`config.mk`:
```
export PLATFORM = sky130hd
export DESIGN_NAME = oriented_edge_features_3x3
export DESIGN_NICKNAME = d
export VERILOG_FILES = /design/src/sv/oef_pkg.sv /design/src/sv/oef_window.sv /design/src/sv/oef_calc.sv /design/src/sv/oriented_edge_features_3x3.sv
export SDC_FILE = /design/constraint.sdc
export NUM_CORES = 1
export LEC_CHECK = 0
export ABC_CLOCK_PERIOD_IN_PS = 11500
export BUFFER_PORTS_ARGS = -buffer_cell sky130_fd_sc_hd__buf_2
export CORE_MARGIN = 3
export CORE_UTILIZATION = 40
export CTS_CLUSTER_DIAMETER = 60
export DETAILED_ROUTE_END_ITERATION = 10
export SLEW_MARGIN = 20
export SYNTH_ARGS = -nofsm -noshare
export SYNTH_HDL_FRONTEND = slang
export SYNTH_SLANG_ARGS = --single-unit
```
`constraint.sdc`:
```
create_clock -name clk -period 11.5 [get_ports clk]
set_clock_uncertainty 0.15 [all_clocks]
set_input_delay 0.575 -clock clk [delete_from_list [all_inputs] [get_ports clk]]
set_output_delay 0.575 -clock clk [all_outputs]
set_load 0.005 [all_outputs]
```
`src/sv/oef_pkg.sv`:
```
// Shared types and constants for the oriented edge feature block.
// Used by oef_window, oef_calc and oriented_edge_features_3x3; no dependencies.
package oef_pkg;

	// pixel and window storage
	typedef logic [7:0] pixel_t;
	typedef logic [8:0][7:0] window_t;

	// register indexes on the configuration port
	localparam logic [1:0] REG_REGION_SIZE       = 2'd0;
	localparam logic [1:0] REG_ORIENTATION_COUNT = 2'd1;
	localparam logic [1:0] REG_EDGE_THRESHOLD    = 2'd2;

	// register reset values
	localparam logic [4:0]  REGION_SIZE_RST       = 5'd7;
	localparam logic [3:0]  ORIENTATION_COUNT_RST = 4'd4;
	localparam logic [17:0] EDGE_THRESHOLD_RST    = 18'd52224;

	// orientation count steps
	localparam logic [3:0] ORIENT_FOUR  = 4'd4;
	localparam logic [3:0] ORIENT_EIGHT = 4'd8;

	// weights in units of 1/1024, at the width of the weighted sums
	localparam int PROD_W = 20;
	localparam logic signed [PROD_W-1:0] WEIGHT_MAJOR = 20'sd946;
	localparam logic signed [PROD_W-1:0] WEIGHT_MINOR = 20'sd392;

	// stage 1 control: window holds a result candidate plus its position
	typedef struct packed {
		logic       valid;
		logic [3:0] row;
		logic [3:0] col;
		logic       last;
	} stage_t;

	// one result item
	typedef struct packed {
		logic [17:0] mag_horizontal;
		logic [17:0] mag_vertical;
		logic [17:0] mag_diag_down;
		logic [17:0] mag_diag_up;
		logic [18:0] mag_angle_a;
		logic [18:0] mag_angle_b;
		logic [18:0] mag_angle_c;
		logic [18:0] mag_angle_d;
		logic [7:0]  above_mask;
		logic [3:0]  center_row;
		logic [3:0]  center_col;
		logic        last_of_region;
	} result_t;

endpackage

```
`src/sv/oef_window.sv`:
```
// Line buffer memory, 3x3 window and raster position counters.
// Depends on oef_pkg for the pixel, window and stage types.
module oef_window #(
	parameter int MAX_REGION_SIZE = 16
) (
	input  logic            clk,
	input  logic            arst_n,
	input  logic            in_accept,
	input  oef_pkg::pixel_t pixel,
	input  logic            s1_take,
	input  logic            counter_clear,
	input  logic [4:0]      region_size,
	output oef_pkg::window_t window_s1,
	output oef_pkg::stage_t  stage_s1
);

	localparam int CNT_W = $clog2(MAX_REGION_SIZE);
	localparam int SW    = (CNT_W + 1 > 5) ? CNT_W + 1 : 5;

	logic [CNT_W-1:0] col_q, row_q, col_d, row_d;
	logic [SW-1:0]    side, col_ext, row_ext, col_inc, row_inc, region_ext;
	logic             produce, last_px;

	// line memory word: middle row in the high byte, upper row in the low byte
	logic [15:0] line_mem [MAX_REGION_SIZE];
	logic [15:0] rd_q;

	// effective side length
	always_comb begin
		region_ext = SW'(region_size);
		if (region_ext == '0) begin
			side = SW'(1);
		end else if (region_ext > SW'(MAX_REGION_SIZE)) begin
			side = SW'(MAX_REGION_SIZE);
		end else begin
			side = region_ext;
		end
	end

	// next raster position
	always_comb begin
		col_ext = SW'(col_q);
		row_ext = SW'(row_q);
		col_inc = col_ext + SW'(1);
		row_inc = row_ext + SW'(1);
		col_d   = col_q;
		row_d   = row_q;
		if (counter_clear) begin
			col_d = '0;
			row_d = '0;
		end else if (in_accept) begin
			if (col_inc >= side) begin
				col_d = '0;
				row_d = (row_inc >= side) ? '0 : CNT_W'(row_inc);
			end else begin
				col_d = CNT_W'(col_inc);
			end
		end
	end

	assign produce = (row_ext >= SW'(2)) && (col_ext >= SW'(2));
	assign last_px = (row_ext == side - SW'(1)) && (col_ext == side - SW'(1));

	// position counters
	always_ff @(posedge clk or negedge arst_n) begin
		if (!arst_n) begin
			col_q <= '0;
			row_q <= '0;
		end else begin
			col_q <= col_d;
			row_q <= row_d;
		end
	end

	// line memory, read prefetched at the column of the next pixel
	always_ff @(posedge clk) begin
		if (in_accept) begin
			line_mem[col_q] <= {pixel, rd_q[15:8]};
		end
		if (in_accept && (col_d == col_q)) begin
			rd_q <= {pixel, rd_q[15:8]};
		end else begin
			rd_q <= line_mem[col_d];
		end
	end

	// window shift, stage 1 control and position of the window center
	always_ff @(posedge clk or negedge arst_n) begin
		if (!arst_n) begin
			window_s1 <= '0;
			stage_s1  <= '0;
		end else if (in_accept) begin
			window_s1[0]   <= window_s1[1];
			window_s1[1]   <= window_s1[2];
			window_s1[2]   <= rd_q[7:0];
			window_s1[3]   <= window_s1[4];
			window_s1[4]   <= window_s1[5];
			window_s1[5]   <= rd_q[15:8];
			window_s1[6]   <= window_s1[7];
			window_s1[7]   <= window_s1[8];
			window_s1[8]   <= pixel;
			stage_s1.valid <= produce;
			stage_s1.row   <= 4'(row_ext - SW'(1));
			stage_s1.col   <= 4'(col_ext - SW'(1));
			stage_s1.last  <= last_px;
		end else if (s1_take) begin
			stage_s1.valid <= 1'b0;
		end
	end

endmodule

```
`src/sv/oef_calc.sv`:
```
// Edge magnitudes, orientation gating and threshold mask with result register.
// Depends on oef_pkg for the window, stage and result types and the weights.
module oef_calc (
	input  logic             clk,
	input  logic             load,
	input  oef_pkg::window_t window_s1,
	input  oef_pkg::stage_t  stage_s1,
	input  logic [3:0]       orientation_count,
	input  logic [17:0]      edge_threshold,
	output oef_pkg::result_t result_s2
);

	logic signed [8:0]                 dh, dv, dd, du;
	logic signed [oef_pkg::PROD_W-1:0] dh_x, dv_x;
	logic signed [oef_pkg::PROD_W-1:0] maj_h, min_h, maj_v, min_v;
	logic signed [oef_pkg::PROD_W-1:0] sum_a, sum_b, sum_c, sum_d;
	logic [7:0]                        active;
	logic [7:0][18:0]                  mag;
	logic [7:0][18:0]                  gated;
	logic [7:0]                        mask;

	function automatic logic [7:0] abs9(input logic signed [8:0] v);
		logic signed [8:0] n;
		n = -v;
		return v[8] ? n[7:0] : v[7:0];
	endfunction

	function automatic logic [18:0] abs20(input logic signed [oef_pkg::PROD_W-1:0] v);
		logic signed [oef_pkg::PROD_W-1:0] n;
		n = -v;
		return v[oef_pkg::PROD_W-1] ? n[18:0] : v[18:0];
	endfunction

	// signed differences across the window
	always_comb begin
		dh = $signed({1'b0, window_s1[5]}) - $signed({1'b0, window_s1[3]});
		dv = $signed({1'b0, window_s1[7]}) - $signed({1'b0, window_s1[1]});
		dd = $signed({1'b0, window_s1[0]}) - $signed({1'b0, window_s1[8]});
		du = $signed({1'b0, window_s1[2]}) - $signed({1'b0, window_s1[6]});
	end

	// weighted combinations by constant multiplication
	always_comb begin
		dh_x  = oef_pkg::PROD_W'(dh);
		dv_x  = oef_pkg::PROD_W'(dv);
		maj_h = dh_x * oef_pkg::WEIGHT_MAJOR;
		min_h = dh_x * oef_pkg::WEIGHT_MINOR;
		maj_v = dv_x * oef_pkg::WEIGHT_MAJOR;
		min_v = dv_x * oef_pkg::WEIGHT_MINOR;
		sum_a = maj_h + min_v;
		sum_b = min_h + maj_v;
		sum_c = maj_v - min_h;
		sum_d = min_v - maj_h;
	end

	// magnitudes in units of 1/(255*1024)
	always_comb begin
		mag[0] = {1'b0, abs9(dh), 10'b0};
		mag[1] = {1'b0, abs9(dv), 10'b0};
		mag[2] = {1'b0, abs9(dd), 10'b0};
		mag[3] = {1'b0, abs9(du), 10'b0};
		mag[4] = abs20(sum_a);
		mag[5] = abs20(sum_b);
		mag[6] = abs20(sum_c);
		mag[7] = abs20(sum_d);
	end

	// active orientations: two, four or eight
	always_comb begin
		active      = 8'b0000_0011;
		active[3:2] = (orientation_count >= oef_pkg::ORIENT_FOUR) ? 2'b11 : 2'b00;
		active[7:4] = (orientation_count >= oef_pkg::ORIENT_EIGHT) ? 4'hF : 4'h0;
	end

	// gating and strict threshold compare
	always_comb begin
		for (int k = 0; k < 8; k++) begin
			gated[k] = active[k] ? mag[k] : '0;
			mask[k]  = active[k] && (mag[k] > {1'b0, edge_threshold});
		end
	end

	// result register
	always_ff @(posedge clk) begin
		if (load) begin
			result_s2.mag_horizontal <= gated[0][17:0];
			result_s2.mag_vertical   <= gated[1][17:0];
			result_s2.mag_diag_down  <= gated[2][17:0];
			result_s2.mag_diag_up    <= gated[3][17:0];
			result_s2.mag_angle_a    <= gated[4];
			result_s2.mag_angle_b    <= gated[5];
			result_s2.mag_angle_c    <= gated[6];
			result_s2.mag_angle_d    <= gated[7];
			result_s2.above_mask     <= mask;
			result_s2.center_row     <= stage_s1.row;
			result_s2.center_col     <= stage_s1.col;
			result_s2.last_of_region <= stage_s1.last;
		end
	end

endmodule

```
`src/sv/oriented_edge_features_3x3.sv`:
```
// Top level of the oriented 3x3 edge feature block: stream ports and config registers.
// Depends on oef_pkg, oef_window and oef_calc.
//
// Pixels of a square region enter in raster order, one per clock when the output side
// keeps up; every interior pixel gives one result item, registered after the pixel that
// completes its window: window register, then result register. Each result carries the
// active edge magnitudes, an above-threshold mask and the window center position; tlast
// marks the final interior pixel of the region. The two line buffers share one
// MAX_REGION_SIZE x 16 memory whose read is prefetched at the next column, so the
// sustained rate is one pixel per clock. With a stalled output one more result is held
// in the window stage before s_tready drops. Writing region_size restarts the region.
module oriented_edge_features_3x3 #(
	parameter int MAX_REGION_SIZE = 16
) (
	input  logic         clk,
	input  logic         arst_n,
	// pixel stream
	input  logic         s_tvalid,
	output logic         s_tready,
	input  logic [7:0]   s_tdata,   // [7:0] pixel
	// result stream
	output logic         m_tvalid,
	input  logic         m_tready,
	// from bit 0: mag_horizontal(18) mag_vertical(18) mag_diag_down(18) mag_diag_up(18)
	// mag_angle_a(19) mag_angle_b(19) mag_angle_c(19) mag_angle_d(19) above_mask(8)
	// center_row(4) center_col(4), zero fill to 168 bits
	output logic [167:0] m_tdata,
	output logic         m_tlast,   // last_of_region
	// configuration
	input  logic         cfg_we,
	input  logic [1:0]   cfg_index,
	input  logic [17:0]  cfg_data
);

	logic [4:0]  region_size_q;
	logic [3:0]  orientation_count_q;
	logic [17:0] edge_threshold_q;
	logic        m_tvalid_q;
	logic        in_accept, s1_take, counter_clear;

	oef_pkg::window_t window_s1;
	oef_pkg::stage_t  stage_s1;
	oef_pkg::result_t result_s2;

	// handshake control
	assign s1_take       = stage_s1.valid && (!m_tvalid_q || m_tready);
	assign s_tready      = !stage_s1.valid || s1_take;
	assign in_accept     = s_tvalid && s_tready;
	assign counter_clear = cfg_we && (cfg_index == oef_pkg::REG_REGION_SIZE);

	// configuration registers
	always_ff @(posedge clk or negedge arst_n) begin
		if (!arst_n) begin
			region_size_q       <= oef_pkg::REGION_SIZE_RST;
			orientation_count_q <= oef_pkg::ORIENTATION_COUNT_RST;
			edge_threshold_q    <= oef_pkg::EDGE_THRESHOLD_RST;
		end else if (cfg_we) begin
			unique case (cfg_index)
				oef_pkg::REG_REGION_SIZE:       region_size_q       <= cfg_data[4:0];
				oef_pkg::REG_ORIENTATION_COUNT: orientation_count_q <= cfg_data[3:0];
				oef_pkg::REG_EDGE_THRESHOLD:    edge_threshold_q    <= cfg_data;
				default: ;
			endcase
		end
	end

	// output valid
	always_ff @(posedge clk or negedge arst_n) begin
		if (!arst_n) begin
			m_tvalid_q <= 1'b0;
		end else if (s1_take) begin
			m_tvalid_q <= 1'b1;
		end else if (m_tready) begin
			m_tvalid_q <= 1'b0;
		end
	end

	oef_window #(
		.MAX_REGION_SIZE(MAX_REGION_SIZE)
	) u_window (
		.clk          (clk),
		.arst_n       (arst_n),
		.in_accept    (in_accept),
		.pixel        (s_tdata),
		.s1_take      (s1_take),
		.counter_clear(counter_clear),
		.region_size  (region_size_q),
		.window_s1    (window_s1),
		.stage_s1     (stage_s1)
	);

	oef_calc u_calc (
		.clk              (clk),
		.load             (s1_take),
		.window_s1        (window_s1),
		.stage_s1         (stage_s1),
		.orientation_count(orientation_count_q),
		.edge_threshold   (edge_threshold_q),
		.result_s2        (result_s2)
	);

	// output packing
	assign m_tvalid = m_tvalid_q;
	assign m_tlast  = result_s2.last_of_region;
	assign m_tdata  = {4'b0,
	                   result_s2.center_col,
	                   result_s2.center_row,
	                   result_s2.above_mask,
	                   result_s2.mag_angle_d,
	                   result_s2.mag_angle_c,
	                   result_s2.mag_angle_b,
	                   result_s2.mag_angle_a,
	                   result_s2.mag_diag_up,
	                   result_s2.mag_diag_down,
	                   result_s2.mag_vertical,
	                   result_s2.mag_horizontal};

endmodule
```
Word-level counts from Yosys, hierarchy flattened
Memories as Yosys holds them, arrays and structs flattened. A register that Yosys moved wholly into a read port is not among the register bits.
Cells that the tools add are included.
- bits in registers: 263
- memory bits (writable): 256
- input bits: 33
- output and inout bits: 171
- word-level logic and storage cells: 128
- memories kept: 1
- memory list (name ; depth ; bits a word ; read ports ; clocked after memory_dff ; write ports ; line ; RTL):
    u_window.line_mem ; 16 ; 16 ; 1 ; 1 ; 1 ; oef_window.sv:25 ; logic [15:0] line_mem [MAX_REGION_SIZE];
- $add $sub $neg: 21
- multipliers: 4
- order comparisons: 15
- equality and inequality tests: 4
- multiplexer cells: 25
- reductions and logical operators: 25
- operators by type and width (kind ; count):
    19-bit by 18-bit > comparator with 1-bit output ; 4
    19-bit 2-to-1 mux ; 4
    19-bit negation ; 4
    18-bit > comparator ; 4
    9-bit by 10-bit multiplier with 19-bit output (second input constant) ; 2
    8-bit by 8-bit subtractor with 9-bit output ; 4
    9-bit by 7-bit multiplier with 16-bit output (second input constant) ; 2
    4-bit 2-to-1 mux ; 8
    8-bit 2-to-1 mux ; 4
    8-bit negation ; 4
    19-bit by 20-bit adder with 20-bit output ; 1
    20-bit by 19-bit adder with 20-bit output ; 1
    19-bit by 20-bit subtractor with 20-bit output ; 1
    20-bit by 19-bit subtractor with 20-bit output ; 1
    1-bit logical AND ; 11
    4-bit by 1-bit adder with 5-bit output (second input constant) ; 2
    4-bit by 5-bit == test with 1-bit output ; 2
    5-bit greater-or-equal comparator ; 2
    5-bit 2-to-1 mux ; 2
    4-bit by 2-bit greater-or-equal comparator with 1-bit output (second input constant) ; 2
    2-bit AND reduction ; 4
    2-bit nonzero test ; 4
    4-bit by 1-bit subtractor with 4-bit output (second input constant) ; 2
    1-bit 2-to-1 mux ; 6
    11 further kinds ; 13

Depth between registers and ports, before layout
- depth in word-level cells: 8
- gate-level depth with buffers: 48
- depth with buffers taken out: 45

Cells and area by module
A second synthesis with hierarchy kept.
- cells, all modules: 2964
- area total of the unflattened synthesis: 34584.4 um^2
- modules (own cells, without submodules) (module ; times used ; cells each ; area each (um^2) ; sequential area each (um^2)):
    oef_calc ; 1 ; 2155 ; 19307.3 ; 3573.4
    oef_window ; 1 ; 739 ; 14097.3 ; 10019.6
    oriented_edge_features_3x3 ; 1 ; 70 ; 1179.9 ; 710.7

Least setup slack after synthesis
No wires, ideal clock.
- path type: flip-flop to flip-flop
- from: register u_window.window_s1[9] (netlist name)
- to: register, netlist name u_calc.result_s2[15]
- library setup time: 263 ps
- arrival: 9376 ps
- data required time: 11087 ps
- slack: 1710 ps
- cell stages (with the launch flop): 43
- buffers on the path: 1
- period minus slack after synthesis: 9790 ps
- cells stage by stage: dfrtp_1 inv_1 ha_1 nor2b_1 o21ai_0 nand2b_1 a21o_1 a21o_1 a21o_1 a21oi_1 xnor2_1 inv_1 fa_1 inv_1 fa_1 fa_1 inv_1 fa_1 [... 7 more ...] ha_1 clkbuf_1 inv_1 a21oi_1 o31ai_1 a2111oi_2 o41ai_1 xnor2_1 o21ai_0 xor2_1 ha_1 a21o_1 a21o_1 a21oi_1 o21ai_0 a2111oi_0 a211oi_1 nand3b_1
- RTL lines (item ; line ; RTL):
    from (decl) ; oef_window.sv:13 ; output oef_pkg::window_t window_s1,

==> results_tabular.tex <==
\begin{tabular}{lr}
\hline
Metric & Value \\
\hline
\multicolumn{2}{l}{\textbf{Place}} \\
Standard cell area after detailed placement & 35700 µm² \\
Global placer's final weighted congestion & 0.920 \\
Detailed placement HPWL & 62800 µm \\
Place WS & 1.00 ns \\
Number of buffer cells added on primary ports & 155 \\
\multicolumn{2}{l}{\textbf{Finish}} \\
Synth-to-Final Area Change & 12.0\% \\
Area used by multi-input combinational logic & 18000 µm² \\
FF+latch area & 14300 µm² \\
Number of fillers in the final layout & 7614 \\
Final design utilization & 45.7\% \\
Most common library cell in the layout ignoring fill and taps & ha\_1 \\
Cell area after layout & 37800 µm² \\
Leading cell types in the layout, fill and taps excluded & ha\_1 (394), edfxtp\_1 (375), nand2\_1 (249), inv\_1 (241), buf\_2 (154) \\
Antenna cell count & 0 \\
Fraction of layout instances using a drive strength above 1 & 14.3\% \\
Final \#Nets & 3663 \\
\multicolumn{2}{l}{\textbf{Synthesis}} \\
Yosys warning total & 0 \\
Async S/R FF share, synth & 23.4\% \\
Synth Flop Type & edfxtp\_1 \\
EDFF count, synth & 375 \\
Mean post-synth cell area & 11.3 µm² \\
Number of synthesized register bits & 495 \\
Share of the yosys chip area belonging to registers & 42.2\% \\
Library cells used by synthesis & 96 \\
Number of instances in the synthesized netlist & 2996 \\
Netlist area before placement & 33800 µm² \\
\multicolumn{2}{l}{\textbf{Timing}} \\
Number of hold violations in the final report & 0 \\
Setup repair after global routing missed its margin & no \\
Final WS setup & 0.961 ns \\
Least-Margin Pin Slew & 1.14 ns \\
Fraction of the cycle the final worst path needs & 91.6\% \\
F\_max & 94.9 MHz \\
Max-slew headroom & 23.7\% \\
Setup TNS & 0 ns \\
Fin. max-slew vios & 0 \\
Minimum clock period & 10.54 ns \\
Final setup violation count & 0 \\
\multicolumn{2}{l}{\textbf{Floorplan}} \\
CORE AREA & 82900 µm² \\
I/O pin total & 204 \\
Die Wd & 297 µm \\
Row cnt & 105 \\
Height of the chip & 297 µm \\
Die area & 88000 µm² \\
Initial core utilization & 40.8\% \\
\multicolumn{2}{l}{\textbf{GRT}} \\
Antenna violations before repair & 1 \\
Number of global-route vias before repair & 22300 \\
Maximum number of pins on one net before global-route repair & 101 \\
Tot GR Track Use & 19.4\% \\
Global-route congestion overflow total & 0 \\
Global-route wire length before repair & 132000 µm \\
\multicolumn{2}{l}{\textbf{Worst setup path}} \\
Capturing element type of the critical path & flip-flop \\
Worst reg2reg path depth & 37 \\
Startpoint-to-endpoint class of the critical path & flip-flop to flip-flop \\
Req. time, crit path & 11.73 ns \\
CP max FO & 10 \\
Stage delay of the slowest cell on the critical path & 0.61 ns \\
Arrival time of data at the critical path endpoint & 10.77 ns \\
Slowest CP cell & fa\_1 \\
Worst setup SP type & flip-flop \\
\multicolumn{2}{l}{\textbf{Status}} \\
Run status & complete, no violations \\
\multicolumn{2}{l}{\textbf{Clock tree}} \\
Clock insertion delay at the later pin of the skew report & 0.67 ns \\
Total number of clock tree sinks & 495 \\
Hold bufs inserted after CTS & 13 \\
H-tree level count & 2 \\
Cell chosen for the clock root & clkbuf\_16 \\
CTS tree & done \\
Maximum clock insertion buffer count & 3 \\
Buffers inserted during post-CTS setup optimization & 0 \\
Post-CTS Resized & 0 \\
Clock transition at the register clock pins on the worst setup and hold paths after CTS & 0.07 ns \\
Num CTS Buffers & 57 \\
\multicolumn{2}{l}{\textbf{Route}} \\
Violation count after the first detailed-routing iteration & 1708 \\
Remaining design rule violation count & 0 \\
Total wirelength of the detailed-routed design & 85900 µm \\
Remaining antenna violation count after routing & 0 \\
Mean routed wirelength per cell & 19.8 µm \\
Vias per cell & 5.30 \\
Via Count & 23000 \\
Number of iterations in the first detailed-routing pass & 5 \\
\multicolumn{2}{l}{\textbf{Hold path}} \\
Hold WC Path Type & input port to flip-flop \\
Hold Path Stages & 3 \\
\multicolumn{2}{l}{\textbf{Run}} \\
Max Cap Violations & 0 \\
\hline
\end{tabular}
## cell families (layout without fill, tap and decap cells)
group,after synthesis,in the layout,share of synthesized area [%]
other,1,48,0.0111
buffers and inverters,389,562,4.99
XOR/XNOR,183,183,4.89
AO/OA/AOI/OAI,557,557,10.8
adder cells (fa/ha/maj),463,463,18.7
flip-flops,495,495,42.2
AND/OR/NAND/NOR,777,777,11.5
multiplexers,131,131,6.94
## area by class of cell
type | count | share of cell area [%]
Sequential cell | 495 | 37.7
Clock inverter | 37 | 1.18
Tap cell | 1123 | 3.71
Clock buffer | 71 | 4.12
Timing Repair Buffer | 210 | 3.25
Multi-Input combinational cell | 2159 | 47.6
Inverter | 244 | 2.42
## worst max-delay path, delay by kind of cell, from the launching register on
kind	cells	cell delay, ns
XOR/XNOR	3	1.04
AND/OR/NAND/NOR	4	0.80
adder cells (fa/ha/maj)	10	4.05
buffers and inverters	5	0.58
flip-flops	1	0.36
AO/OA/AOI/OAI	15	3.28
## metrics by stage
| stage | std cells | hold WS (ns) |
|---|---|---|
| 6_report | 4339 | 0.0431 |
| 3_5_place_dp | 4217 | 0.286 |
| 2_1_floorplan | 3043 | 0.129 |
| 5_1_grt | 4339 | 0.0258 |
| 3_3_place_gp | 4217 | 0.281 |
| 4_1_cts | 4338 | 0.00330 |
## sequential cells by signal, indices dropped and copies added (netlist names), 2 cells and up, named ones only
register             cells
u_window.stage_s1       10
edge_threshold_q        18
u_window.line_mem      256
u_calc.result_s2       119
orientation_count_q      2
u_window.row_q           4
u_window.col_q           4
region_size_q            5
u_window.window_s1      72
## Yosys cell counts, types with 11 or more instances
cell | count | area, µm²
xor2_1 | 57 | 499
mux2_2 | 26 | 293
mux2i_1 | 25 | 250
o211ai_1 | 13 | 97.6
xnor2_1 | 121 | 1060
buf_1 | 11 | 41.3
nand2b_1 | 37 | 231
a21o_1 | 55 | 413
nor3b_1 | 19 | 143
buf_2 | 17 | 85.1
nor2b_1 | 58 | 363
dfrtp_1 | 108 | 2700
or3_1 | 28 | 175
a21oi_1 | 136 | 681
o21bai_1 | 24 | 180
buf_4 | 54 | 405
nor3_1 | 73 | 365
mux4_2 | 80 | 1800
clkbuf_1 | 63 | 236
nand4_1 | 23 | 144
a31oi_1 | 14 | 87.6
or4_1 | 12 | 90.1
nor2_1 | 136 | 510
and2_1 | 14 | 87.6
nand2_1 | 250 | 938
o21a_1 | 45 | 338
ha_1 | 394 | 4930
o21ai_0 | 150 | 751
nor4_1 | 16 | 100
inv_1 | 241 | 905
a211oi_1 | 12 | 90.1
and3_1 | 22 | 138
nand3_1 | 47 | 235
edfxtp_1 | 375 | 11300
fa_1 | 69 | 1380
## routing by layer
metal  up-vias  share of wire, %  GRT usage (%)
met1     11200                44           26.5
met4         0               3.1           6.36
met3       114               5.0           2.51
li1      11100                 -              -
met5         -                 0              0
met2       597                47           32.1
## final timing paths
kind,start,slack (ns),end
hold / removal,m_tready,0.04,m_tvalid$_DFFE_PN0P_
min in group asynchronous,arst_n,0.44,edge_threshold_q[3]$_DFFE_PN0P_
hold reg to reg,u_window.stage_s1[0]$_DFFE_PN0P_,0.30,u_calc.result_s2[0]$_DFFE_PP_
setup / recovery,u_window.window_s1[56]$_DFFE_PN0P_,0.96,u_calc.result_s2[15]$_DFFE_PP_
setup reg to reg,u_window.window_s1[56]$_DFFE_PN0P_,0.96,u_calc.result_s2[15]$_DFFE_PP_
max in group asynchronous,arst_n,9.51,u_window.window_s1[31]$_DFFE_PN0P_
Power is left out: the tool's default activity adds up to more than one toggle a clock period on the data nets, which glitch-free logic cannot reach.
